**config.mk**
```make
export PLATFORM = sky130hd
export DESIGN_NAME = gcd_cordic_cell
export DESIGN_NICKNAME = d
export VERILOG_FILES = /design/src/rtl/assert_macros.svh /design/src/rtl/gcd_pkg.sv /design/src/rtl/gcd_cordic_cell.sv
export SDC_FILE = /design/constraint.sdc
export NUM_CORES = 1
export LEC_CHECK = 0
export BUFFER_PORTS_ARGS = -buffer_cell sky130_fd_sc_hd__buf_2
export CAP_MARGIN = 20
export CORE_ASPECT_RATIO = 2
export CORE_UTILIZATION = 40
export DETAILED_ROUTE_END_ITERATION = 8
export PLACE_DENSITY_LB_ADDON = 0.15
export SYNTH_ARGS = -nofsm -noshare
export SYNTH_HDL_FRONTEND = slang
export SYNTH_SLANG_ARGS = --single-unit
```
**constraint.sdc**
```tcl
create_clock -name clk_i -period 1 [get_ports clk_i]
set_input_delay 0.05 -clock clk_i [delete_from_list [all_inputs] [get_ports clk_i]]
set_output_delay 0.05 -clock clk_i [all_outputs]
set_load 0.01 [all_outputs]
```
**src/rtl/assert_macros.svh**
```systemverilog
// Assertion macros for the RTL files.
`ifndef ASSERT_MACROS_SVH
`define ASSERT_MACROS_SVH

// Concurrent assertion on an explicit clock and active-low reset.
`define GCD_ASSERT_CLK(label, clk, rst_n, prop) \
  label: assert property (@(posedge clk) disable iff (!rst_n) prop) \
    else $error("great circle distance assertion failed");

// Concurrent assertion on the block clock and reset.
`define GCD_ASSERT(label, prop) `GCD_ASSERT_CLK(label, clk_i, rst_ni, prop)

`endif

```
**src/rtl/gcd_pkg.sv**
```systemverilog
// ----------------------------------------------------------------------------
// Great circle distance package
// Types, fixed-point constants and the arctangent table shared by the cells
// and the top level.
// ----------------------------------------------------------------------------
package gcd_pkg;

  // Working width of angles, sines and cosines (signed Q30 plus headroom).
  localparam int CW = 34;
  typedef logic signed [CW-1:0] cw_t;

  localparam int QF = 30;
  localparam cw_t Q30_ONE  = 34'sd1073741824;
  localparam cw_t PI       = 34'sd3373259422;
  localparam cw_t TWO_PI   = 34'sd6746518844;
  localparam cw_t HALF_PI  = 34'sd1686629711;
  localparam cw_t INV_GAIN = 34'sd652032874;

  // pi/180 in Q32.
  localparam logic [26:0] DEG_TO_RAD_Q32 = 27'd74961320;
  localparam int DEG_PROD_W = 59;

  localparam int DIST_W   = 26;
  localparam int RADIUS_W = 24;
  localparam logic [RADIUS_W-1:0] RADIUS_RESET = 24'd6531246;
  localparam int THETA_W  = 33;
  localparam int DPROD_W  = THETA_W + RADIUS_W;

  // Square root of a Q60 radicand: one root bit per cell.
  localparam int SQRT_STEPS = 31;
  localparam int ROOT_W     = 31;
  localparam int RADIC_W    = 2 * SQRT_STEPS;
  localparam int REM_W      = ROOT_W + 1;

  // Register map: byte address bit 2 selects the register.
  localparam int APB_ADDR_W = 3;
  localparam logic REG_SPHERE_RADIUS = 1'b0;

  // atan(2^-i) in Q30, rounded down.
  localparam logic [31:0] ATAN_Q30 [32] = '{
    32'd843314856, 32'd497837829, 32'd263043836, 32'd133525158, 32'd67021686,
    32'd33543515, 32'd16775850, 32'd8388437, 32'd4194282, 32'd2097149,
    32'd1048575, 32'd524287, 32'd262143, 32'd131071, 32'd65535, 32'd32767,
    32'd16383, 32'd8191, 32'd4095, 32'd2047, 32'd1023, 32'd511, 32'd255,
    32'd127, 32'd63, 32'd31, 32'd15, 32'd7, 32'd3, 32'd1, 32'd0, 32'd0
  };

  typedef struct packed {
    logic signed [31:0] first_latitude;
    logic signed [31:0] first_longitude;
    logic signed [31:0] second_latitude;
    logic signed [31:0] second_longitude;
  } gcd_req_t;

  typedef struct packed {
    logic [DIST_W-1:0] distance;
    logic              first_invalid;
    logic              second_invalid;
  } gcd_rsp_t;

endpackage

```
**src/rtl/gcd_cordic_cell.sv**
```systemverilog
// ----------------------------------------------------------------------------
// CORDIC cell
// One micro-rotation for a group of lanes, rotation or vectoring mode, with a
// registered output and a sideband that travels along with the lanes.
// ----------------------------------------------------------------------------
module gcd_cordic_cell import gcd_pkg::*; #(
  parameter int STAGE  = 0,
  parameter bit VECTOR = 1'b0,
  parameter int LANES  = 1,
  parameter int SIDE_W = 1
) (
  input  logic                  clk_i,
  input  logic                  rst_ni,
  input  logic                  en_i,
  input  logic                  vld_i,
  input  cw_t [LANES-1:0]       x_i,
  input  cw_t [LANES-1:0]       y_i,
  input  cw_t [LANES-1:0]       z_i,
  input  logic [SIDE_W-1:0]     side_i,
  output logic                  vld_o,
  output cw_t [LANES-1:0]       x_o,
  output cw_t [LANES-1:0]       y_o,
  output cw_t [LANES-1:0]       z_o,
  output logic [SIDE_W-1:0]     side_o
);

  localparam cw_t ATAN = cw_t'(ATAN_Q30[STAGE]);

  cw_t [LANES-1:0]   x_d, y_d, z_d;
  cw_t [LANES-1:0]   x_q, y_q, z_q;
  logic [SIDE_W-1:0] side_q;
  logic              vld_q;

  always_comb begin
    cw_t xl, yl, zl, dx, dy;
    x_d = x_q;
    y_d = y_q;
    z_d = z_q;
    for (int l = 0; l < LANES; l++) begin
      xl = x_i[l];
      yl = y_i[l];
      zl = z_i[l];
      dx = yl >>> STAGE;
      dy = xl >>> STAGE;
      // Vectoring drives y toward zero, rotation drives z toward zero.
      if (VECTOR ? !yl[CW-1] : zl[CW-1]) begin
        x_d[l] = xl + dx;
        y_d[l] = yl - dy;
        z_d[l] = zl + ATAN;
      end else begin
        x_d[l] = xl - dx;
        y_d[l] = yl + dy;
        z_d[l] = zl - ATAN;
      end
    end
  end

  always_ff @(posedge clk_i or negedge rst_ni) begin
    if (!rst_ni) begin
      vld_q <= 1'b0;
    end else if (en_i) begin
      vld_q <= vld_i;
    end
  end

  always_ff @(posedge clk_i) begin
    if (en_i) begin
      x_q    <= x_d;
      y_q    <= y_d;
      z_q    <= z_d;
      side_q <= side_i;
    end
  end

  assign vld_o  = vld_q;
  assign x_o    = x_q;
  assign y_o    = y_q;
  assign z_o    = z_q;
  assign side_o = side_q;

endmodule

```
==> run_results.csv, run 1 <==
group,metric,value,unit
outcome,outcome,"finished with violations",
outcome,violations_in_the_final_reports,"setup timing",
place,gp_congestion,0.9319,
synth,synth_ff_type,"edfxtp_1",
worst_setup_path,worst_setup_path_startpoint,"x_i[2]",
synth,synthesis.area,0.01015,mm^2
routing,drc,0,
worst_setup_path,worstPathArrival,2.55,ns
synth,synth-edff-count,102,
worst_setup_path,critPathMaxFanout,5,
global_routing,grt_use_total,0.3160,
synth,synth_mux_area_frac,0.01589,
timing,max_clock_freq,412.8,MHz
worst_setup_path,required,1.12,ns
worst_setup_path,crit_path_max_incr_delay,0.42,ns
hold_path,timing.hold.worst.start,"en_i",
layout,post-route-cell-area,0.01774,mm^2
timing,relSlewSlack,0.6700,
global_routing,grt_first_pass_wirelength,61760,um
routing,total_via_count_in_the_routed_design,11540,
synth,synth_warnings,0,
timing,timing.final.crit_share,2.422,
cts,clock_latency,0.37,ns
worst_setup_path,path_buf_inv,2,
layout,antenna_cells_inserted,0,
global_routing,global_route.peak_usage_layer,"met2",
layout,post_route_cells_drive_above_1_share,0.5394,
timing,hold_viol_final,0,
global_routing,via_count_of_the_first_global_routing_pass,12110,
pwr,total_power,20150,uW
hold_path,min-delay-path-class,"in2reg",
synth,yosys_register_bits,103,
timing,fin_skew,0,ns
layout,design.final.nets,2074,
synth,synth-compound-area-share,0.2410,
global_routing,grt_remaining_overflow,0,
worst_setup_path,timing.critical_path.slowest_stage_cell,"or3b_4",
cts,cts-buffers-inserted,9,
floorplan,design.portCount,211,
layout,ff_latch_area,0.003088,mm^2
timing,final.min_clock_period,2.422,ns
worst_setup_path,regToRegStartpoint,"vld_o$_DFFE_PN0P_",
floorplan,core_region_area,0.02503,mm^2
timing,layout_setup_ws,-1.422,ns
global_routing,grt_util_met1,0.2809,
synth,syn-instance-count,1175,
worst_setup_path,cp_top_family,"compound AO/OA/AOI/OAI gates",
place,buffers_on_ports,210,
routing,dr.first_iter.drc_count,480,
synth,synth_top_family_by_area,"compound AO/OA/AOI/OAI gates",
routing,route.antenna.remaining_nets,0,
pwr,worst_ir_drop_vdd,851.5,uV
pwr,p_per_cell_area,1136,mW/mm^2
worst_setup_path,timing_worst_setup_path_type,"in2reg",
floorplan,initial_core_utilization,0.4056,
worst_setup_path,worst_setup_path_start_kind,"input pin",
layout,multi_input_comb_area,0.008297,mm^2
routing,drt-pass1-iter-count,7,
global_routing,use_met2,0.6407,
global_routing,grt_util_met3,0.03222,
worst_setup_path,critPathCaptureType,"register",
cts,clock_sink_count,103,
cts,cts_tree,"built",
place,dp_cells,2090,
global_routing,grt_start_max_net_pins,35,
layout,commonest_cells_after_routing_fill_and_taps_aside,"buf_4 (417), buf_2 (191), edfxtp_1 (102)",
floorplan,die_h,227.3,um
worst_setup_path,critical_path.cell_chain,"buf_8 -> inv_8 -> ha_4 -> and2b_2 -> o311ai_4 -> nand2_2 -> o41ai_4 -> nor4b_4 -> or3b_4 -> a211o_1 -> mux2i_1 -> xnor2_1",
cts,clkSlewWorstSetupHoldPaths,0.07,ns
timing,setup_viol_count_final,96,
synth,average_cell_area_after_synthesis,8.642,um^2
floorplan,die-width,114.7,um
worst_setup_path,reg2reg_setup_slack,0.23,ns
cts,clock_tree.buffer_depth,2,
global_routing,antenna_found_initial,0,
floorplan,fp-row-count,82,
synth,yosysUniqueCellTypes,73,
synth,post_synthesis_share_of_cell_area_spent_on_xor_and_xnor_gates,0.07935,
layout,postLayoutCoreUtil,0.7086,
place,dp_hpwl,32140,um
routing,wire_per_inst,18.84,um
layout,syn_to_final_growth,74.68,%
timing,worst_pin_slew,0.4899,ns
synth,seq_area_frac_synth,0.3041,
synth,synth_simple_gate_area_frac,0.1337,
routing,average_via_count_per_standard_cell,5.304,
place,total_placed_instance_area,0.01521,mm^2
pwr,power.static_leakage,0.008008,uW
timing,final-max-slew-violation-count,0,
routing,final_wl,40980,um
synth,syn-num-nets,1415,
layout,final_common_cell,"buf_4",
timing,rsz_0062_raised_after_global_routing,"yes",
run,drv_cap,0,
place,pre_cts_slack,-1.896,ns
floorplan,total_die_area,0.02607,mm^2
layout,fill_cells,2041,
cts,clock-root-buffer,"clkbuf_16",
synth,synthAdderAreaFrac,0.1668,
cts,htree_num_levels,3,
layout,finish.cell_count_without_fillers,2175,
synth,synthArstFlopShare,0.009709,
[registers in the layout, summed over array words and instances (netlist names)]
name,count
side_o,1
z_o,34
vld_o,1
y_o,33
x_o,34
[power by group]
part	internal, uW	switching [uW]
Sequential	5710	218
Combinational	5310	5360
Clock	1720	1840
[final cells by class]
cell class	count	share of cell area
multi-input cells	917	0.4677
flip-flops and latches	103	0.1741
inverters	109	0.02666
clock inverters	7	0.003315
clock buffers	9	0.01270
well taps	336	0.02370
repair buffers	694	0.2918
[logic make-up after synthesis]
kind of cell | count (synthesis)
AO/OA/AOI/OAI | 389
XOR/XNOR | 92
adder cells (fa/ha/maj) | 133
buffers and inverters | 155
flip-flops | 103
multiplexers | 16
AND/OR/NAND/NOR | 287
[Yosys cell counts (all sizes together), types with 16 or more instances]
cell,count,share of area
nor2,98,0.036
nand2,70,0.026
nand2b,17,0.010
xnor2,69,0.060
a21oi,136,0.067
edfxtp,102,0.30
o21bai,19,0.014
o21ai,86,0.042
ha,129,0.16
clkbuf,29,0.011
nand4,16,0.0099
o21a,18,0.013
inv,108,0.040
nor3,24,0.012
a21o,29,0.021
nand3,20,0.0099
a211oi,16,0.012
xor2,23,0.020
buf,17,0.0081
[worst paths after layout]
| path | cells after the start | end |
|---|---|---|
| worst max register to register | 1 | vld_o$_DFFE_PN0P_ |
| worst min-delay path | 1 | z_o[33]$_DFFE_PP_ |
| worst max-delay path | 12 | y_o[25]$_DFFE_PP_ |
| max in group asynchronous | 3 | vld_o$_DFFE_PN0P_ |
| worst min register to register | 1 | vld_o$_DFFE_PN0P_ |
| min in group asynchronous | 3 | vld_o$_DFFE_PN0P_ |
[metal layers]
metal / up-vias / share of wire
met2: 341 / 0.58
met3: 144 / 0.028
met1: 5516 / 0.32
met5: - / 0
li1: 5536 / -
met4: 0 / 0.071
[repair_timing]
action	CTS	global route
hold buffers	7	0
setup endpoints to repair	97	99
pin swaps	134	88
gates resized for setup	294	87
setup buffers	55	34
endpoints found under the hold margin	6	0
[stage by stage]
step	TNS (ns)	hold WS (ns)
floorplan	-88.03	-0.2456
global placement	-126.43	-0.1757
detailed placement	-127.80	-0.1652
CTS	-77.81	0.04094
global route	-90.44	0.05240
finish	-83.84	0.05854
(Power assumes the default switching activity.)
==> run 2: changes to the inputs <==
Settings changed: CELL_PAD_IN_SITES_DETAIL_PLACEMENT set to 1, CELL_PAD_IN_SITES_GLOBAL_PLACEMENT set to 1, CORE_UTILIZATION 40 to 46.
==> run_results.csv, run 2 <==
group,metric,value,unit
outcome,outcome,"aborted with a tool error",
outcome,haltStage,"4_1_cts",
outcome,error,"[ERROR DPL-0033] detailed placement checks failed during check placement.",
cts,post_cts.resized_instances,364,
synth,average_cell_area_after_synthesis,8.642,um^2
cts,cts_setup_buffers,82,
place,dp_hpwl,44420,um
floorplan,die_h,212.1,um
synth,synthArstFlopShare,0.009709,
floorplan,initial_core_utilization,0.4704,
floorplan,design.portCount,211,
synth,syn-num-nets,1415,
synth,synth-edff-count,102,
synth,syn-instance-count,1175,
synth,netlist_top_cells_area,"edfxtp_1 (30%), ha_1 (16%), a21oi_1 (6.7%), xnor2_1 (6.0%), o21ai_0 (3.9%)",
place,gp_congestion,1.005,
cts,cts-buffers-inserted,9,
synth,yosysUniqueCellTypes,73,
place,buffers_on_ports,210,
cts,clock-root-buffer,"clkbuf_16",
cts,htree_num_levels,3,
cts,holdBufCountCts,7,
synth,synth_warnings,0,
synth,synthesis.area,0.01015,mm^2
synth,seq_area_frac_synth,0.3041,
synth,yosys_register_bits,103,
synth,yosys.cell_count.top_type,"a21oi_1",
synth,yosysTopAreaCellShare,0.3016,
synth,synth.cells.most_frequent,"a21oi_1 (136), ha_1 (129), inv_1 (105)",
synth,yosys.area.top_type,"edfxtp_1",
cts,clock_sink_count,103,
floorplan,die-width,107.1,um
cts,clock_tree.buffer_depth,2,
floorplan,fp-row-count,76,
synth,synth_ff_type,"edfxtp_1",
[run 2: cell counts after synthesis]
No cell type changed its count.
[run 2: cells by family after synthesis]
family,count (synthesis),synth area share
XOR/XNOR,92,0.07935
adder cells (fa/ha/maj),133,0.1668
buffers and inverters,155,0.05914
AO/OA/AOI/OAI,389,0.2410
AND/OR/NAND/NOR,287,0.1337
multiplexers,16,0.01589
flip-flops,103,0.3041
[run 2: metrics by stage]
stage	setup WS, ns	cells	util	area, um^2	TNS (ns)
after detailed placement	-2.084	2011	0.6962	15030	-141.46
after global placement	-1.883	2011	0.6962	15030	-125.78
after floorplan	-1.470	1175	-	10920	-88.03
==> run 3: changes to the inputs <==
Settings changed: CELL_PAD_IN_SITES_DETAIL_PLACEMENT 1 to not set, CELL_PAD_IN_SITES_GLOBAL_PLACEMENT 1 to not set, CORE_ASPECT_RATIO 2 to not set, CORE_UTILIZATION 46 to 35.
==> run_results.csv, run 3 (synthesis gave the netlist of run 1 again) <==
group,metric,value,unit
layout,fill_cells,2419,
timing,final-max-slew-violation-count,0,
worst_setup_path,critPathMostFrequentCell,"buf_4",
timing,layout_setup_ws,-1.448,ns
worst_setup_path,critical_path.cell_chain,"buf_8 -> clkinvlp_4 -> buf_4 -> buf_6 -> buf_4 -> fa_2 -> nand2b_4 -> a21oi_4 -> o211ai_1 -> nand2_1 -> a21o_1 -> a221o_2 -> a2111oi_4 -> a21oi_2 -> xnor2_1",
worst_setup_path,regToRegStartpoint,"vld_o$_DFFE_PN0P_",
routing,total_via_count_in_the_routed_design,11300,
timing,relSlewSlack,0.3250,
cts,clock_latency,0.36,ns
global_routing,grt_remaining_overflow,0,
timing,setup_viol_count_final,96,
outcome,outcome,"finished with violations",
place,dp_cells,2128,
worst_setup_path,worstRegToRegCells,1,
place,buffers_on_ports,210,
layout,syn_to_final_growth,73.08,%
global_routing,grt_use_total,0.2563,
worst_setup_path,r2r_end,"vld_o$_DFFE_PN0P_",
cts,cts-buffers-inserted,9,
worst_setup_path,cp_top_family,"compound AO/OA/AOI/OAI gates",
timing,worst_pin_slew,1.013,ns
place,gp_congestion,0.9372,
cts,clock_tree.buffer_depth,2,
timing,max_clock_freq,408.5,MHz
worst_setup_path,worst_setup_path_start_kind,"input pin",
layout,final_common_cell,"buf_4",
outcome,violations_in_the_final_reports,"setup timing",
floorplan,design.portCount,211,
routing,route.antenna.remaining_nets,0,
floorplan,core_region_area,0.02816,mm^2
global_routing,antenna_found_initial,0,
routing,drt-pass1-iter-count,5,
timing,hold_viol_final,0,
layout,design.final.nets,2075,
global_routing,via_count_of_the_first_global_routing_pass,11310,
routing,final_wl,38330,um
floorplan,total_die_area,0.02970,mm^2
routing,dr.first_iter.drc_count,804,
routing,drc,0,
worst_setup_path,timing.critical_path.slowest_stage_cell,"a221o_2",
cts,htree_num_levels,3,
place,dp_hpwl,29540,um
floorplan,fp-row-count,61,
layout,antenna_cells_inserted,0,
run,drv_cap,0,
timing,rsz_0062_raised_after_global_routing,"yes",
pwr,worst_ir_drop_vdd,808.5,uV
layout,post_route_cells_drive_above_1_share,0.5299,
worst_setup_path,worst_setup_path_startpoint,"x_i[1]",
layout,finish.cell_count_without_fillers,2218,
timing,timing.final.crit_share,2.448,
worst_setup_path,crit_path_max_incr_delay,0.48,ns
routing,wire_per_inst,17.28,um
cts,clkSlewWorstSetupHoldPaths,0.07,ns
routing,average_via_count_per_standard_cell,5.094,
timing,fin_skew,0,ns
worst_setup_path,reg2reg_setup_slack,0.26,ns
hold_path,min-delay-path-class,"in2reg",
worst_setup_path,critPathCaptureType,"register",
worst_setup_path,path_buf_inv,5,
floorplan,die_h,172.3,um
cts,clock_sink_count,103,
worst_setup_path,crit_cells,15,
timing,final.min_clock_period,2.448,ns
worst_setup_path,worstPathArrival,2.58,ns
worst_setup_path,required,1.13,ns
global_routing,grt_start_max_net_pins,69,
worst_setup_path,worst_setup_path_endpoint,"x_o[32]$_DFFE_PP_",
cts,cts_tree,"built",
floorplan,initial_core_utilization,0.3606,
pwr,p_per_cell_area,1144,mW/mm^2
global_routing,grt_first_pass_wirelength,58880,um
worst_setup_path,timing_worst_setup_path_type,"in2reg",
worst_setup_path,critPathMaxFanout,3,
layout,commonest_cells_after_routing_fill_and_taps_aside,"buf_4 (428), buf_2 (197), edfxtp_1 (102)",
cts,clock-root-buffer,"clkbuf_16",
timing,finalHoldWorstSlack,0.02080,ns
pwr,power.static_leakage,0.007970,uW
floorplan,die-width,172.3,um
[run 3: metal layers]
layer	GRT usage	routed length (um)	vias up
li1	-	-	5553
met1	0.3284	16850	5375
met2	0.4528	19040	320
met3	0.02861	1720	50
met4	0.06887	720	0
met5	0	0	-
[run 3: area by class of cell]
| class | count | area (um^2) | share of cell area |
|---|---|---|---|
| clock buffer | 11 | 232.7 | 0.01324 |
| inverter | 109 | 476.7 | 0.02712 |
| multi-input combinational | 917 | 8165 | 0.4646 |
| tap | 378 | 473.0 | 0.02691 |
| clock inverter | 5 | 57.56 | 0.003275 |
| timing repair buffer | 695 | 5082 | 0.2892 |
| sequential | 103 | 3088 | 0.1757 |
[run 3: power by group]
part	internal [uW]	leakage, uW	switching, uW	total, uW
Combinational	5200	0.00682	5220	10400
Sequential	5710	0.00101	210	5920
Clock	1960	0.000144	1800	3760
[run 3: how the worst min path moves through the flow]
stage | start | to | depth (start not counted)
6_report | en_i | z_o[6]$_DFFE_PP_ | 1
5_1_grt | en_i | z_o[6]$_DFFE_PP_ | 1
4_1_cts | en_i | z_o[6]$_DFFE_PP_ | 1
3_5_place_dp | rst_ni | vld_o$_DFFE_PN0P_ | 1
3_3_place_gp | rst_ni | vld_o$_DFFE_PN0P_ | 1
2_1_floorplan | rst_ni | vld_o$_DFFE_PN0P_ | 0
[run 3: timing repair]
| action | 4_1_cts | 5_1_grt |
|---|---|---|
| gates resized for setup | 221 | 103 |
| setup buffers | 58 | 31 |
| endpoints found under the setup margin | 97 | 101 |
| endpoints found under the hold margin | 6 | 0 |
| cloned | 1 | 0 |
| hold buffers | 7 | 0 |
| pin swaps | 110 | 111 |
[run 3: through the flow]
| step | utilization | area (um^2) | setup TNS [ns] | total power, uW | setup WS [ns] |
|---|---|---|---|---|---|
| CTS | 0.6035 | 17000 | -82.06 | 19570 | -1.458 |
| detailed placement | 0.5411 | 15240 | -127.34 | 14710 | -1.914 |
| floorplan | - | 10920 | -88.03 | 10480 | -1.470 |
| global route | 0.6241 | 17580 | -94.74 | 21150 | -1.536 |
| global placement | 0.5411 | 15240 | -125.81 | 14640 | -1.831 |
| finish | 0.6241 | 17580 | -87.79 | 20100 | -1.448 |
