===== src/rtl/assert_macros.svh =====
// Assertion macros for the RTL files.
`ifndef ASSERT_MACROS_SVH
`define ASSERT_MACROS_SVH

// Concurrent assertion on an explicit clock and active-low reset.
`define GCD_ASSERT_CLK(label, clk, rst_n, prop) \
  label: assert property (@(posedge clk) disable iff (!rst_n) prop) \
    else $error("great circle distance assertion failed");

// Concurrent assertion on the block clock and reset.
`define GCD_ASSERT(label, prop) `GCD_ASSERT_CLK(label, clk_i, rst_ni, prop)

`endif


===== src/rtl/gcd_pkg.sv =====
// ----------------------------------------------------------------------------
// Great circle distance package
// Types, fixed-point constants and the arctangent table shared by the cells
// and the top level.
// ----------------------------------------------------------------------------
package gcd_pkg;

  // Working width of angles, sines and cosines (signed Q30 plus headroom).
  localparam int CW = 34;
  typedef logic signed [CW-1:0] cw_t;

  localparam int QF = 30;
  localparam cw_t Q30_ONE  = 34'sd1073741824;
  localparam cw_t PI       = 34'sd3373259422;
  localparam cw_t TWO_PI   = 34'sd6746518844;
  localparam cw_t HALF_PI  = 34'sd1686629711;
  localparam cw_t INV_GAIN = 34'sd652032874;

  // pi/180 in Q32.
  localparam logic [26:0] DEG_TO_RAD_Q32 = 27'd74961320;
  localparam int DEG_PROD_W = 59;

  localparam int DIST_W   = 26;
  localparam int RADIUS_W = 24;
  localparam logic [RADIUS_W-1:0] RADIUS_RESET = 24'd6531246;
  localparam int THETA_W  = 33;
  localparam int DPROD_W  = THETA_W + RADIUS_W;

  // Square root of a Q60 radicand: one root bit per cell.
  localparam int SQRT_STEPS = 31;
  localparam int ROOT_W     = 31;
  localparam int RADIC_W    = 2 * SQRT_STEPS;
  localparam int REM_W      = ROOT_W + 1;

  // Register map: byte address bit 2 selects the register.
  localparam int APB_ADDR_W = 3;
  localparam logic REG_SPHERE_RADIUS = 1'b0;

  // atan(2^-i) in Q30, rounded down.
  localparam logic [31:0] ATAN_Q30 [32] = '{
    32'd843314856, 32'd497837829, 32'd263043836, 32'd133525158, 32'd67021686,
    32'd33543515, 32'd16775850, 32'd8388437, 32'd4194282, 32'd2097149,
    32'd1048575, 32'd524287, 32'd262143, 32'd131071, 32'd65535, 32'd32767,
    32'd16383, 32'd8191, 32'd4095, 32'd2047, 32'd1023, 32'd511, 32'd255,
    32'd127, 32'd63, 32'd31, 32'd15, 32'd7, 32'd3, 32'd1, 32'd0, 32'd0
  };

  typedef struct packed {
    logic signed [31:0] first_latitude;
    logic signed [31:0] first_longitude;
    logic signed [31:0] second_latitude;
    logic signed [31:0] second_longitude;
  } gcd_req_t;

  typedef struct packed {
    logic [DIST_W-1:0] distance;
    logic              first_invalid;
    logic              second_invalid;
  } gcd_rsp_t;

endpackage


===== src/rtl/gcd_sqrt_cell.sv =====
// ----------------------------------------------------------------------------
// Square root cell
// One step of the digit-by-digit integer square root: takes two radicand
// bits and settles one root bit, registered, with a sideband.
// ----------------------------------------------------------------------------
module gcd_sqrt_cell import gcd_pkg::*; #(
  parameter int SIDE_W = 1
) (
  input  logic               clk_i,
  input  logic               rst_ni,
  input  logic               en_i,
  input  logic               vld_i,
  input  logic [RADIC_W-1:0] v_i,
  input  logic [REM_W-1:0]   rem_i,
  input  logic [ROOT_W-1:0]  root_i,
  input  logic [SIDE_W-1:0]  side_i,
  output logic               vld_o,
  output logic [RADIC_W-1:0] v_o,
  output logic [REM_W-1:0]   rem_o,
  output logic [ROOT_W-1:0]  root_o,
  output logic [SIDE_W-1:0]  side_o
);

  logic [REM_W+1:0]   rem_wide, trial;
  logic [RADIC_W-1:0] v_d, v_q;
  logic [REM_W-1:0]   rem_d, rem_q;
  logic [ROOT_W-1:0]  root_d, root_q;
  logic [SIDE_W-1:0]  side_q;
  logic               vld_q;

  always_comb begin
    rem_wide = {rem_i, v_i[RADIC_W-1 -: 2]};
    trial    = {1'b0, root_i, 2'b01};
    v_d      = {v_i[RADIC_W-3:0], 2'b00};
    if (rem_wide >= trial) begin
      rem_d  = REM_W'(rem_wide - trial);
      root_d = {root_i[ROOT_W-2:0], 1'b1};
    end else begin
      rem_d  = rem_wide[REM_W-1:0];
      root_d = {root_i[ROOT_W-2:0], 1'b0};
    end
  end

  always_ff @(posedge clk_i or negedge rst_ni) begin
    if (!rst_ni) begin
      vld_q <= 1'b0;
    end else if (en_i) begin
      vld_q <= vld_i;
    end
  end

  always_ff @(posedge clk_i) begin
    if (en_i) begin
      v_q    <= v_d;
      rem_q  <= rem_d;
      root_q <= root_d;
      side_q <= side_i;
    end
  end

  assign vld_o  = vld_q;
  assign v_o    = v_q;
  assign rem_o  = rem_q;
  assign root_o = root_q;
  assign side_o = side_q;

endmodule


===== config.mk =====
export PLATFORM = sky130hd
export DESIGN_NAME = gcd_sqrt_cell
export DESIGN_NICKNAME = d
export VERILOG_FILES = /design/src/rtl/assert_macros.svh /design/src/rtl/gcd_pkg.sv /design/src/rtl/gcd_sqrt_cell.sv
export SDC_FILE = /design/constraint.sdc
export NUM_CORES = 1
export LEC_CHECK = 0
export ABC_AREA = 1
export BUFFER_PORTS_ARGS = -buffer_cell sky130_fd_sc_hd__buf_2
export CAP_MARGIN = 20
export CELL_PAD_IN_SITES_DETAIL_PLACEMENT = 1
export CELL_PAD_IN_SITES_GLOBAL_PLACEMENT = 1
export CORE_MARGIN = 2
export CORE_UTILIZATION = 33
export CTS_CLUSTER_DIAMETER = 100
export DETAILED_ROUTE_END_ITERATION = 10
export PLACE_DENSITY = 0.77
export SLEW_MARGIN = 20
export SYNTH_ARGS = -nofsm -noshare
export SYNTH_HDL_FRONTEND = slang
export SYNTH_SLANG_ARGS = --single-unit

===== constraint.sdc =====
create_clock -name clk_i -period 0.8 [get_ports clk_i]
set_input_delay 0 -clock clk_i [delete_from_list [all_inputs] [get_ports clk_i]]
set_output_delay 0 -clock clk_i [all_outputs]
set_load 0.01 [all_outputs]

==> results of run 1 <==
-- per-layer routing --
layer	share of wire [%]	GRT usage [%]	routed length, um
met1	33	34.0	15500
met5	0	0	0
met4	9.4	12.4	4340
met2	46	53.8	21600
met3	11	7.31	5000
-- final timing paths --
| path | endpoint | startpoint | slack, ns | cells past startpoint |
|---|---|---|---|---|
| setup / recovery | rem_o[31] | root_i[28] | -0.91 | 13 |
| hold / removal | rem_o[18] | rem_i[16] | -0.0005 | 4 |
| setup reg to reg | vld_o | vld_o | -0.17 | 2 |
| hold reg to reg | vld_o | vld_o | 0.73 | 2 |
| max in group asynchronous | vld_o | rst_ni | 0.26 | 3 |
| min in group asynchronous | vld_o | rst_ni | 0.41 | 3 |
-- cells in the mapped netlist --
| master | n |
|---|---|
| a21o_1 | 1 |
| a21oi_1 | 20 |
| and2_1 | 9 |
| and3_1 | 1 |
| buf_4 | 2 |
| buf_6 | 6 |
| conb_1 | 1 |
| dfrtp_1 | 1 |
| edfxtp_1 | 124 |
| ha_1 | 33 |
| inv_1 | 153 |
| inv_4 | 1 |
| mux2_2 | 1 |
| nand2_1 | 303 |
| nand2_2 | 9 |
| nand2_4 | 1 |
| nand3_1 | 25 |
| nand3_2 | 11 |
| nand3b_1 | 12 |
| nand4_1 | 2 |
| nor2_1 | 36 |
| nor2_2 | 7 |
| nor2_4 | 1 |
| nor3_1 | 7 |
| o21ai_0 | 1 |
| o21bai_1 | 2 |
| or2_2 | 1 |
| xor2_1 | 13 |
-- metrics by stage --
step           setup TNS [ns]  hold slack [ns]  setup WS, ns  total power, mW  area, um^2
2_1_floorplan          -22.15           -0.296        -0.689             10.8        7440
3_3_place_gp           -32.14           -0.224         -1.03             13.1        9800
3_5_place_dp           -35.02           -0.223         -1.09             13.3        9800
4_1_cts                -35.93          0.00314        -0.544             22.3       11900
5_1_grt                -53.75           0.0126        -0.944             25.1       12700
6_report               -51.27        -0.000544        -0.907             24.6       12700
-- what timing repair did --
action / in CTS / in global routing
resized for setup: 64 / 171
hold buffers: 122 / 0
endpoints found under the setup margin: 158 / 159
hold endpoints to repair: 122 / 0
gates cloned: 0 / 4
pin swaps: 2 / 31
buffers inserted: 5 / 20
-- worst max-delay path, delay by kind of cell --
kind / cells / cell delay [ns]
compound gates: 2 / 0.27
simple gates: 6 / 0.81
buf+inv: 4 / 0.58
fa+ha+maj: 1 / 0.24
-- power by group through the flow --
stage          clock (mW)  combinational, mW  sequential (mW)
2_1_floorplan           0               2.19             8.61
3_3_place_gp            0               4.87             8.23
3_5_place_dp            0               5.03             8.27
4_1_cts              8.39               5.76             8.15
5_1_grt              9.04               7.74             8.32
6_report             8.84               7.50             8.29
-- kinds of logic (layout without fill, tap and decap cells) --
| kind of cell | after synthesis | after routing | synth area share [%] |
|---|---|---|---|
| other | 1 | 11 | 0.0542 |
| AND/OR/NAND/NOR | 425 | 425 | 26.6 |
| adder cells (fa/ha/maj) | 33 | 33 | 5.97 |
| XOR/XNOR | 13 | 13 | 1.65 |
| buffers and inverters | 162 | 690 | 9.59 |
| flip-flops | 125 | 125 | 54.2 |
| multiplexers | 1 | 1 | 0.163 |
| AO/OA/AOI/OAI | 24 | 24 | 1.84 |
-- flip-flops by register name, summed over array words and instances (netlist names) --
signal,flops
vld_o,1
rem_o,32
root_o,31
v_o,60
side_o,1
-- cell type report --
type,count,area (um^2)
fill,2326,7740
timing repair buffer,504,3810
sequential,125,3750
multi-input combinational,498,3530
inverter,154,626
clock buffer,18,429
tap,270,338
clock inverter,14,184
antenna,9,22.5
-- placed cells by master, fill, tap and decap left out, types with 2 or more instances in the layout --
cell type      netlist  layout
nand2_4              1      19
nor2_4               1      24
buf_6                6      27
nand3b_1            12      12
buf_12               0       8
diode_2              0       9
buf_4                2     121
conb_1               1       2
inv_8                0       3
buf_2                0     221
nor2_1              36      15
clkbuf_16            0      21
nand3_2             11      18
xor2_1              13      13
nand4_1              2       2
bufinv_16            0       3
ha_4                 0      31
clkinv_4             0       4
inv_6                0       5
inv_2                0      32
inv_4                1       6
and2_1               9       8
nor2_2               7       5
nor3_2               0       5
nand2_2              9      67
edfxtp_1           124     124
inv_1              153     112
nand2_8              0       2
a21oi_2              0      12
dlygate4sd3_1        0     122
a21oi_1             20       8
nand2_1            303     225
nand3_1             25      17
==> summary.txt, run 1 <==
Power
  – Leakage Power: 6.08 nW
  – Clk pwr share: 35.9%
  – Switching portion of total power: 34.7%
  – Psw: 8.54 mW
  – Sequential power share: 33.7%
  – Worst IR Drop VDD: 1610 uV
  – Internal power: 16.1 mW
  – Cell area power density: 1940 mW/mm^2
  – Gate power share: 30.5%

Critical path
  – Worst endpoint required time: 1.02 ns
  – Crit Path Max Fanout: 4
  – Largest stage delay on the critical path: 0.30 ns
  – Critical Path Slowest Stage Cell: nand2_1
  – Arrival time of the worst setup path: 1.92 ns
  – Worst setup EP type: flip-flop
  – Kind of start point of the critical path: primary input
  – Kind of critical path: in2reg
  – CP cell instances: buf_2 -> inv_2 -> ha_4 -> buf_4 -> buf_4 -> nand2_1 -> a21oi_1 -> nor2_1 -> nand2_1 -> a21oi_2 -> nand3_1 -> nand3_1 -> nand2_2

Global routing
  – Vias in the first global route: 8278
  – Global-route wire length before repair: 49500 um
  – Overflow left after global routing: 0
  – GRT Total Usage: 29.9%
  – Initial antenna violation count: 8
  – Maximum number of pins on one net before global-route repair: 38

STA
  – Final number of setup-violating endpoints: 159
  – Post-layout min period: 1.71 ns
  – Setup WS post-layout: -0.907 ns
  – Highest Clock Rate: 0.586 GHz
  – Setup repair after global routing missed its margin: true
  – Number of slew-limit violations in the final report: 0
  – Fin Hold WS: -0.000544 ns
  – Portion of the clock cycle consumed by the worst path in the final layout: 213%
  – Final Hold Violating Endpoints: 2
  – Worst clock skew: 0 ns

Yosys
  – Leading area contributor after synthesis: edfxtp_1
  – Number of flip-flops and latches in the synthesized netlist: 125
  – Cell types with the largest area share after synthesis: edfxtp_1 54%, nand2_1 16%, inv_1 8.3%, ha_1 6.0%, nor2_1 2.0%
  – Per-instance average area after synthesis: 8.82 um^2
  – Yosys warning count: 0
  – Cell Area, Synth: 0.00692 mm^2
  – Number of different library cells in the post-synthesis netlist: 28
  – Gate count after technology mapping: 784
  – Share of the synthesized area in the top cell type: 53.8%
  – Proportion of synthesized chip area in sequential cells: 54.2%

Route
  – Routed wire length: 46400 um
  – Vias after detailed routing: 8791
  – Average via count per standard cell: 5.52
  – Number of violations reported at the end of detailed-routing iteration 0: 830
  – Detailed-route DRC error count: 0
  – Count of TritonRoute iterations in the first routing pass: 5
  – Antenna Nets Post-Route: 0
  – Routed length per instance: 29.1 um

Place
  – Total half-perimeter wirelength after legalization and detailed placement: 19900 um
  – Gpl congestion: 0.890
  – Placed cells: 1400
  – Number of buffers inserted by port buffering: 254

Clock tree
  – Depth of the CTS H-tree: 4
  – Clock tree from TritonCTS: done
  – Clock transition at path regs: 0.08 ns
  – Number of buffers on the longest clock path: 2
  – Clock sink total: 125
  – Cell at the root of the clock tree: clkbuf_16
  – Clk_lat worst skew: 0.46 ns
  – Number of clock buffers inserted by TritonCTS: 17

Die
  – Core area: 0.0204 mm^2
  – Die Span X: 149 um
  – Starting density of the core: 33.9%
  – Height of the die: 149 um
  – Number of top-level pins: 257
  – Site row count: 52
  – DIE AREA: 0.0221 mm^2

Status
  – Failing checks: negative hold slack, negative setup slack
  – Outcome: complete, but fails checks

Cells and area
  – Area growth from synthesis to layout: 83.4%
  – Final net count: 1463
  – Non-filler instance count after layout: 1592
  – Layout Utilization: 62.1%
  – Share of layout cells above drive strength 1: 49.2%

Min path
  – Hold Path Class: in2reg

Run
  – Max-cap check violation count: 0
(Power assumes the default switching activity.)
==> run 2, diff against run 1 <==
--- a/config.mk
+++ b/config.mk
@@ -10,12 +10,12 @@
 export CAP_MARGIN = 20
 export CELL_PAD_IN_SITES_DETAIL_PLACEMENT = 1
 export CELL_PAD_IN_SITES_GLOBAL_PLACEMENT = 1
-export CORE_MARGIN = 2
-export CORE_UTILIZATION = 33
+export CORE_MARGIN = 1.5
+export CORE_UTILIZATION = 36
 export CTS_CLUSTER_DIAMETER = 100
 export DETAILED_ROUTE_END_ITERATION = 10
-export PLACE_DENSITY = 0.77
-export SLEW_MARGIN = 20
+export PLACE_DENSITY = 0.8
+export SLEW_MARGIN = 25
 export SYNTH_ARGS = -nofsm -noshare
 export SYNTH_HDL_FRONTEND = slang
 export SYNTH_SLANG_ARGS = --single-unit
==> constraint.sdc (replaced) <==
create_clock -name clk_i -period 1.7 [get_ports clk_i]
set_input_delay 0 -clock clk_i [delete_from_list [all_inputs] [get_ports clk_i]]
set_output_delay 0 -clock clk_i [all_outputs]
set_load 0.01 [all_outputs]
==> summary.txt, run 2 (synthesized netlist as in run 1, its figures left out) <==
Clock tree
  – Clock sink total: 125
  – Clock tree from TritonCTS: done
  – Number of buffers on the longest clock path: 2
  – Clk_lat worst skew: 0.42 ns
  – Clock transition at path regs: 0.06 ns
  – Number of clock buffers inserted by TritonCTS: 17
  – Cell at the root of the clock tree: clkbuf_16
  – Depth of the CTS H-tree: 4
  – # Post-CTS Setup Buffers: 0

Die
  – Starting density of the core: 36.9%
  – DIE AREA: 0.0201 mm^2
  – Core area: 0.0188 mm^2
  – Site row count: 50
  – Number of top-level pins: 257
  – Die Span X: 142 um
  – Height of the die: 142 um

Status
  – Outcome: finished, final reports clean

Cells and area
  – Max reg flops: 60
  – Final net count: 1441
  – Inserted Diodes: 0
  – Total area of multi-input combinational cells: 0.00261 mm^2
  – Non-filler instance count after layout: 1525
  – Most frequent standard cell in the layout excluding fill and tap cells: nand2_1
  – Top library cells by usage in the layout, fill and taps aside: 291 x nand2_1, 253 x buf_2, 153 x inv_1
  – Count of fill cells added during filler insertion: 2228
  – Register area: 0.00375 mm^2
  – Area growth from synthesis to layout: 61.8%
  – Share of layout cells above drive strength 1: 34.5%
  – Layout Utilization: 59.6%

Route
  – Number of violations reported at the end of detailed-routing iteration 0: 590
  – Routed length per instance: 21.5 um
  – Vias after detailed routing: 7628
  – Average via count per standard cell: 5.00
  – Count of TritonRoute iterations in the first routing pass: 7
  – Detailed-route DRC error count: 0
  – Antenna Nets Post-Route: 0
  – Routed wire length: 32900 um

Place
  – Number of buffers inserted by port buffering: 254
  – Pre-CTS WS: -0.291 ns
  – Gpl congestion: 0.872
  – Total half-perimeter wirelength after legalization and detailed placement: 18800 um
  – Placed cells: 1367

Critical path
  – Kind of critical path: in2reg
  – Buffering stage count on the worst path with inverters included: 3
  – Critical Path Slowest Stage Cell: ha_1
  – CP cell instances: buf_2 -> inv_1 -> ha_1 -> a21oi_1 -> nor2_1 -> nor3_1 -> nand2_1 -> nor2_2 -> nand2_4 -> buf_8 -> nand2_1 -> nand2_1
  – Worst endpoint required time: 1.86 ns
  – CP top delay family: simple AND/OR/NAND/NOR gates
  – Largest stage delay on the critical path: 0.35 ns
  – Worst setup EP type: flip-flop
  – Kind of start point of the critical path: primary input
  – Arrival time of the worst setup path: 1.84 ns
  – Crit path top cell by count: nand2_1
  – Crit Path Max Fanout: 18

STA
  – Final number of setup-violating endpoints: 0
  – Setup repair after global routing missed its margin: true
  – Worst clock skew: 0 ns
  – Highest Clock Rate: 0.594 GHz
  – Setup WS post-layout: 0.0162 ns
  – Portion of the clock cycle consumed by the worst path in the final layout: 99.0%
  – Number of slew-limit violations in the final report: 0
  – Final Hold Violating Endpoints: 0
  – Post-layout min period: 1.68 ns
  – Fin Hold WS: 0.160 ns
  – Accumulated negative setup slack: 0 ns

Power
  – Switching portion of total power: 31.3%
  – Internal power: 7.21 mW
  – Worst IR Drop VDD: 888 uV
  – Sequential power share: 36.7%
  – Psw: 3.29 mW
  – Cell area power density: 938 mW/mm^2
  – Leakage Power: 5.74 nW
  – Clk pwr share: 38.2%
  – Gate power share: 25.0%

Global routing
  – GRT Total Usage: 32.6%
  – Initial antenna violation count: 2
  – Vias in the first global route: 8405
  – Overflow left after global routing: 0
  – Global-route wire length before repair: 48900 um
  – Maximum number of pins on one net before global-route repair: 42

Min path
  – Hold Path Class: in2reg

Run
  – Max-cap check violation count: 0
-- run 2: final timing paths --
kind	end	cells past startpoint	start	slack, ns
hold / removal	rem_o[0]	4	v_i[60]	0.16
min in group asynchronous	vld_o	3	rst_ni	0.45
setup reg to reg	vld_o	1	vld_o	0.95
max in group asynchronous	vld_o	3	rst_ni	1.14
setup / recovery	rem_o[3]	12	root_i[29]	0.02
hold reg to reg	vld_o	1	vld_o	0.52
-- run 2: metrics by stage --
| step | cell area [um^2] | power, mW |
|---|---|---|
| 3_5_place_dp | 9200 | 6.03 |
| 2_1_floorplan | 6920 | 4.92 |
| 3_3_place_gp | 9200 | 5.94 |
| 4_1_cts | 11100 | 10.1 |
| 6_report | 11200 | 10.5 |
| 5_1_grt | 11200 | 10.8 |
-- run 2: per-layer routing --
layer | track usage [%] | routed length, um | vias to the layer above
met4 | 14.8 | 1560 | 4
li1 | - | - | 3453
met1 | 35.3 | 12200 | 3669
met3 | 8.67 | 2350 | 113
met5 | 0 | 32 | -
met2 | 59.4 | 16700 | 389
-- run 2: power groups by stage --
stage          clock, mW  sequential [mW]  combinational (mW)
2_1_floorplan          0             4.05               0.865
3_3_place_gp           0             3.87                2.07
3_5_place_dp           0             3.89                2.14
4_1_cts             3.92             3.83                2.40
5_1_grt             4.14             3.88                2.82
6_report            4.02             3.86                2.63
-- run 2: area by class of cell --
cell class	count	share of cell area, %
clock inverter	14	1.63
sequential	125	33.5
inverter	154	5.23
multi-input combinational	498	23.3
clock buffer	18	3.83
timing repair buffer	482	29.8
tap	234	2.62
-- run 2: what timing repair did --
| item | 4_1_cts | 5_1_grt |
|---|---|---|
| hold endpoints to repair | 148 | 0 |
| setup endpoints to repair | 0 | 32 |
| resized for setup | 0 | 34 |
| hold buffers | 126 | 0 |
==> run 3, diff against run 2 <==
--- a/config.mk
+++ b/config.mk
@@ -15,6 +15,7 @@
 export CTS_CLUSTER_DIAMETER = 100
 export DETAILED_ROUTE_END_ITERATION = 10
 export PLACE_DENSITY = 0.8
+export RECOVER_POWER = 100
 export SLEW_MARGIN = 25
 export SYNTH_ARGS = -nofsm -noshare
 export SYNTH_HDL_FRONTEND = slang
==> summary.txt, run 3 (synthesized netlist as in run 1, its figures left out) <==
Cells and area
  – Share of layout cells above drive strength 1: 22.6%
  – Non-filler instance count after layout: 1525
  – Most frequent standard cell in the layout excluding fill and tap cells: nand2_1
  – Area growth from synthesis to layout: 58.7%
  – Final net count: 1441
  – Inserted Diodes: 0
  – Max reg flops: 60
  – Top library cells by usage in the layout, fill and taps aside: 291 x nand2_1, 153 x inv_1, 153 x clkbuf_1

Clock tree
  – # Post-CTS Setup Buffers: 0
  – Number of buffers on the longest clock path: 2
  – Depth of the CTS H-tree: 4
  – Number of clock buffers inserted by TritonCTS: 17
  – Cell at the root of the clock tree: clkbuf_16
  – Clk_lat worst skew: 0.42 ns
  – Clock transition at path regs: 0.06 ns
  – Clock tree from TritonCTS: done
  – Clock sink total: 125

Global routing
  – Global-route wire length before repair: 48900 um
  – Initial antenna violation count: 2
  – Overflow left after global routing: 0
  – Maximum number of pins on one net before global-route repair: 42
  – Vias in the first global route: 8405
  – GRT Total Usage: 32.6%

Critical path
  – Number of cells on the worst reg-to-reg path: 1
  – Worst endpoint required time: 1.86 ns
  – Crit path top cell by count: nand2_1
  – CP top delay family: simple AND/OR/NAND/NOR gates
  – Buffering stage count on the worst path with inverters included: 3
  – Largest stage delay on the critical path: 0.35 ns
  – Instance count on the critical path: 12
  – CP cell instances: buf_2 -> inv_1 -> ha_1 -> a21oi_1 -> nor2_1 -> nor3_1 -> nand2_1 -> nor2_2 -> nand2_4 -> buf_8 -> nand2_1 -> nand2_1
  – Arrival time of the worst setup path: 1.82 ns
  – Critical Path Slowest Stage Cell: ha_1
  – Kind of start point of the critical path: primary input
  – Register-to-register setup slack: 0.94 ns
  – Worst setup EP type: flip-flop
  – Kind of critical path: in2reg
  – Crit Path Max Fanout: 18

Power
  – Worst IR Drop VDD: 885 uV
  – Internal power: 7.12 mW
  – Sequential power share: 37.2%
  – Cell area power density: 948 mW/mm^2
  – Leakage Power: 5.31 nW
  – Switching portion of total power: 31.6%
  – Clk pwr share: 38.5%
  – Sum of internal, switching and leakage power: 10.4 mW
  – Gate power share: 24.4%
  – Psw: 3.29 mW

STA
  – Portion of the clock cycle consumed by the worst path in the final layout: 98.2%
  – Worst-margin pin slew: 0.749 ns
  – Worst clock skew: 0 ns
  – Post-layout min period: 1.67 ns
  – Setup WS post-layout: 0.0311 ns
  – Worst-case headroom to the max-slew limit: 50.0%
  – Final number of setup-violating endpoints: 0
  – Final Hold Violating Endpoints: 0
  – Setup repair after global routing missed its margin: true
  – Fin Hold WS: 0.154 ns
  – Highest Clock Rate: 0.599 GHz
  – Number of slew-limit violations in the final report: 0

Route
  – Count of TritonRoute iterations in the first routing pass: 5
  – Average via count per standard cell: 4.99
  – Number of violations reported at the end of detailed-routing iteration 0: 548
  – Vias after detailed routing: 7614
  – Antenna Nets Post-Route: 0
  – Routed wire length: 32800 um
  – Detailed-route DRC error count: 0
  – Routed length per instance: 21.5 um

Place
  – Total half-perimeter wirelength after legalization and detailed placement: 18800 um
  – Placed cells: 1367
  – Pre-CTS WS: -0.291 ns
  – Gpl congestion: 0.872
  – Number of buffers inserted by port buffering: 254

Min path
  – Hold Path Class: in2reg
  – Hold Path Stages: 4

Die
  – Core area: 0.0188 mm^2
  – Die Span X: 142 um
  – Height of the die: 142 um
  – Number of top-level pins: 257
  – Site row count: 50
  – DIE AREA: 0.0201 mm^2
  – Starting density of the core: 36.9%

Run
  – Max-cap check violation count: 0

Status
  – Outcome: finished, final reports clean
## run 3: changes by cell type in the layout (fill, tap and decap cells not counted), moves of 2 or more
cell / change
clkbuf_1: +152
buf_2: -154
buf_12: -2
clkbuf_2: +2
buf_4: -2
clkbuf_4: +2
## run 3: final cells by class
cell class / instances / area, um^2
repair buffers: 482 / 3130
fillers: 2327 / 7790
inverters: 154 / 586
well taps: 234 / 293
multi-input cells: 498 / 2610
flip-flops and latches: 125 / 3750
clock buffers: 18 / 429
clock inverters: 14 / 183
## run 3: worst paths after layout
check,start,endpoint
min,v_i[60],rem_o[0]
max,root_i[29],rem_o[3]
min reg2reg,vld_o,vld_o
max in group asynchronous,rst_ni,vld_o
min in group asynchronous,rst_ni,vld_o
max reg2reg,vld_o,vld_o
## run 3: power groups by stage
stage	clock network (mW)	registers (mW)	logic [mW]
finish	4.00	3.87	2.54
global route	4.14	3.89	2.73
CTS	3.92	3.83	2.40
detailed placement	0	3.89	2.14
global placement	0	3.87	2.07
floorplan	0	4.05	0.865
## run 3: through the flow
stage	TNS (ns)	area, um^2	util (%)
CTS	0	11100	59.0
detailed placement	-7.85	9200	49.0
finish	0	11000	58.5
global route	-0.0824	11000	58.5
floorplan	0	6920	-
global placement	-6.11	9200	49.0
## run 3: repair_timing
| action | CTS | global route |
|---|---|---|
| gates resized for setup | 0 | 34 |
| hold buffers | 126 | 0 |
| endpoints found under the hold margin | 148 | 0 |
| setup endpoints to repair | 0 | 32 |
## run 3: layer usage
layer	up-vias	track usage, %	part of all wire (%)	routed length, um
met5	-	0	0.097	32
met4	4	14.8	5.0	1650
met3	121	8.67	7.0	2290
met2	373	59.4	50	16500
met1	3665	35.3	38	12300
li1	3451	-	-	-
## run 3: worst min-delay path, cell delays in order
cell	delay, ns
buf_2	0.16
inv_1	0.14
nand2_1	0.09
nand2_1	0.09
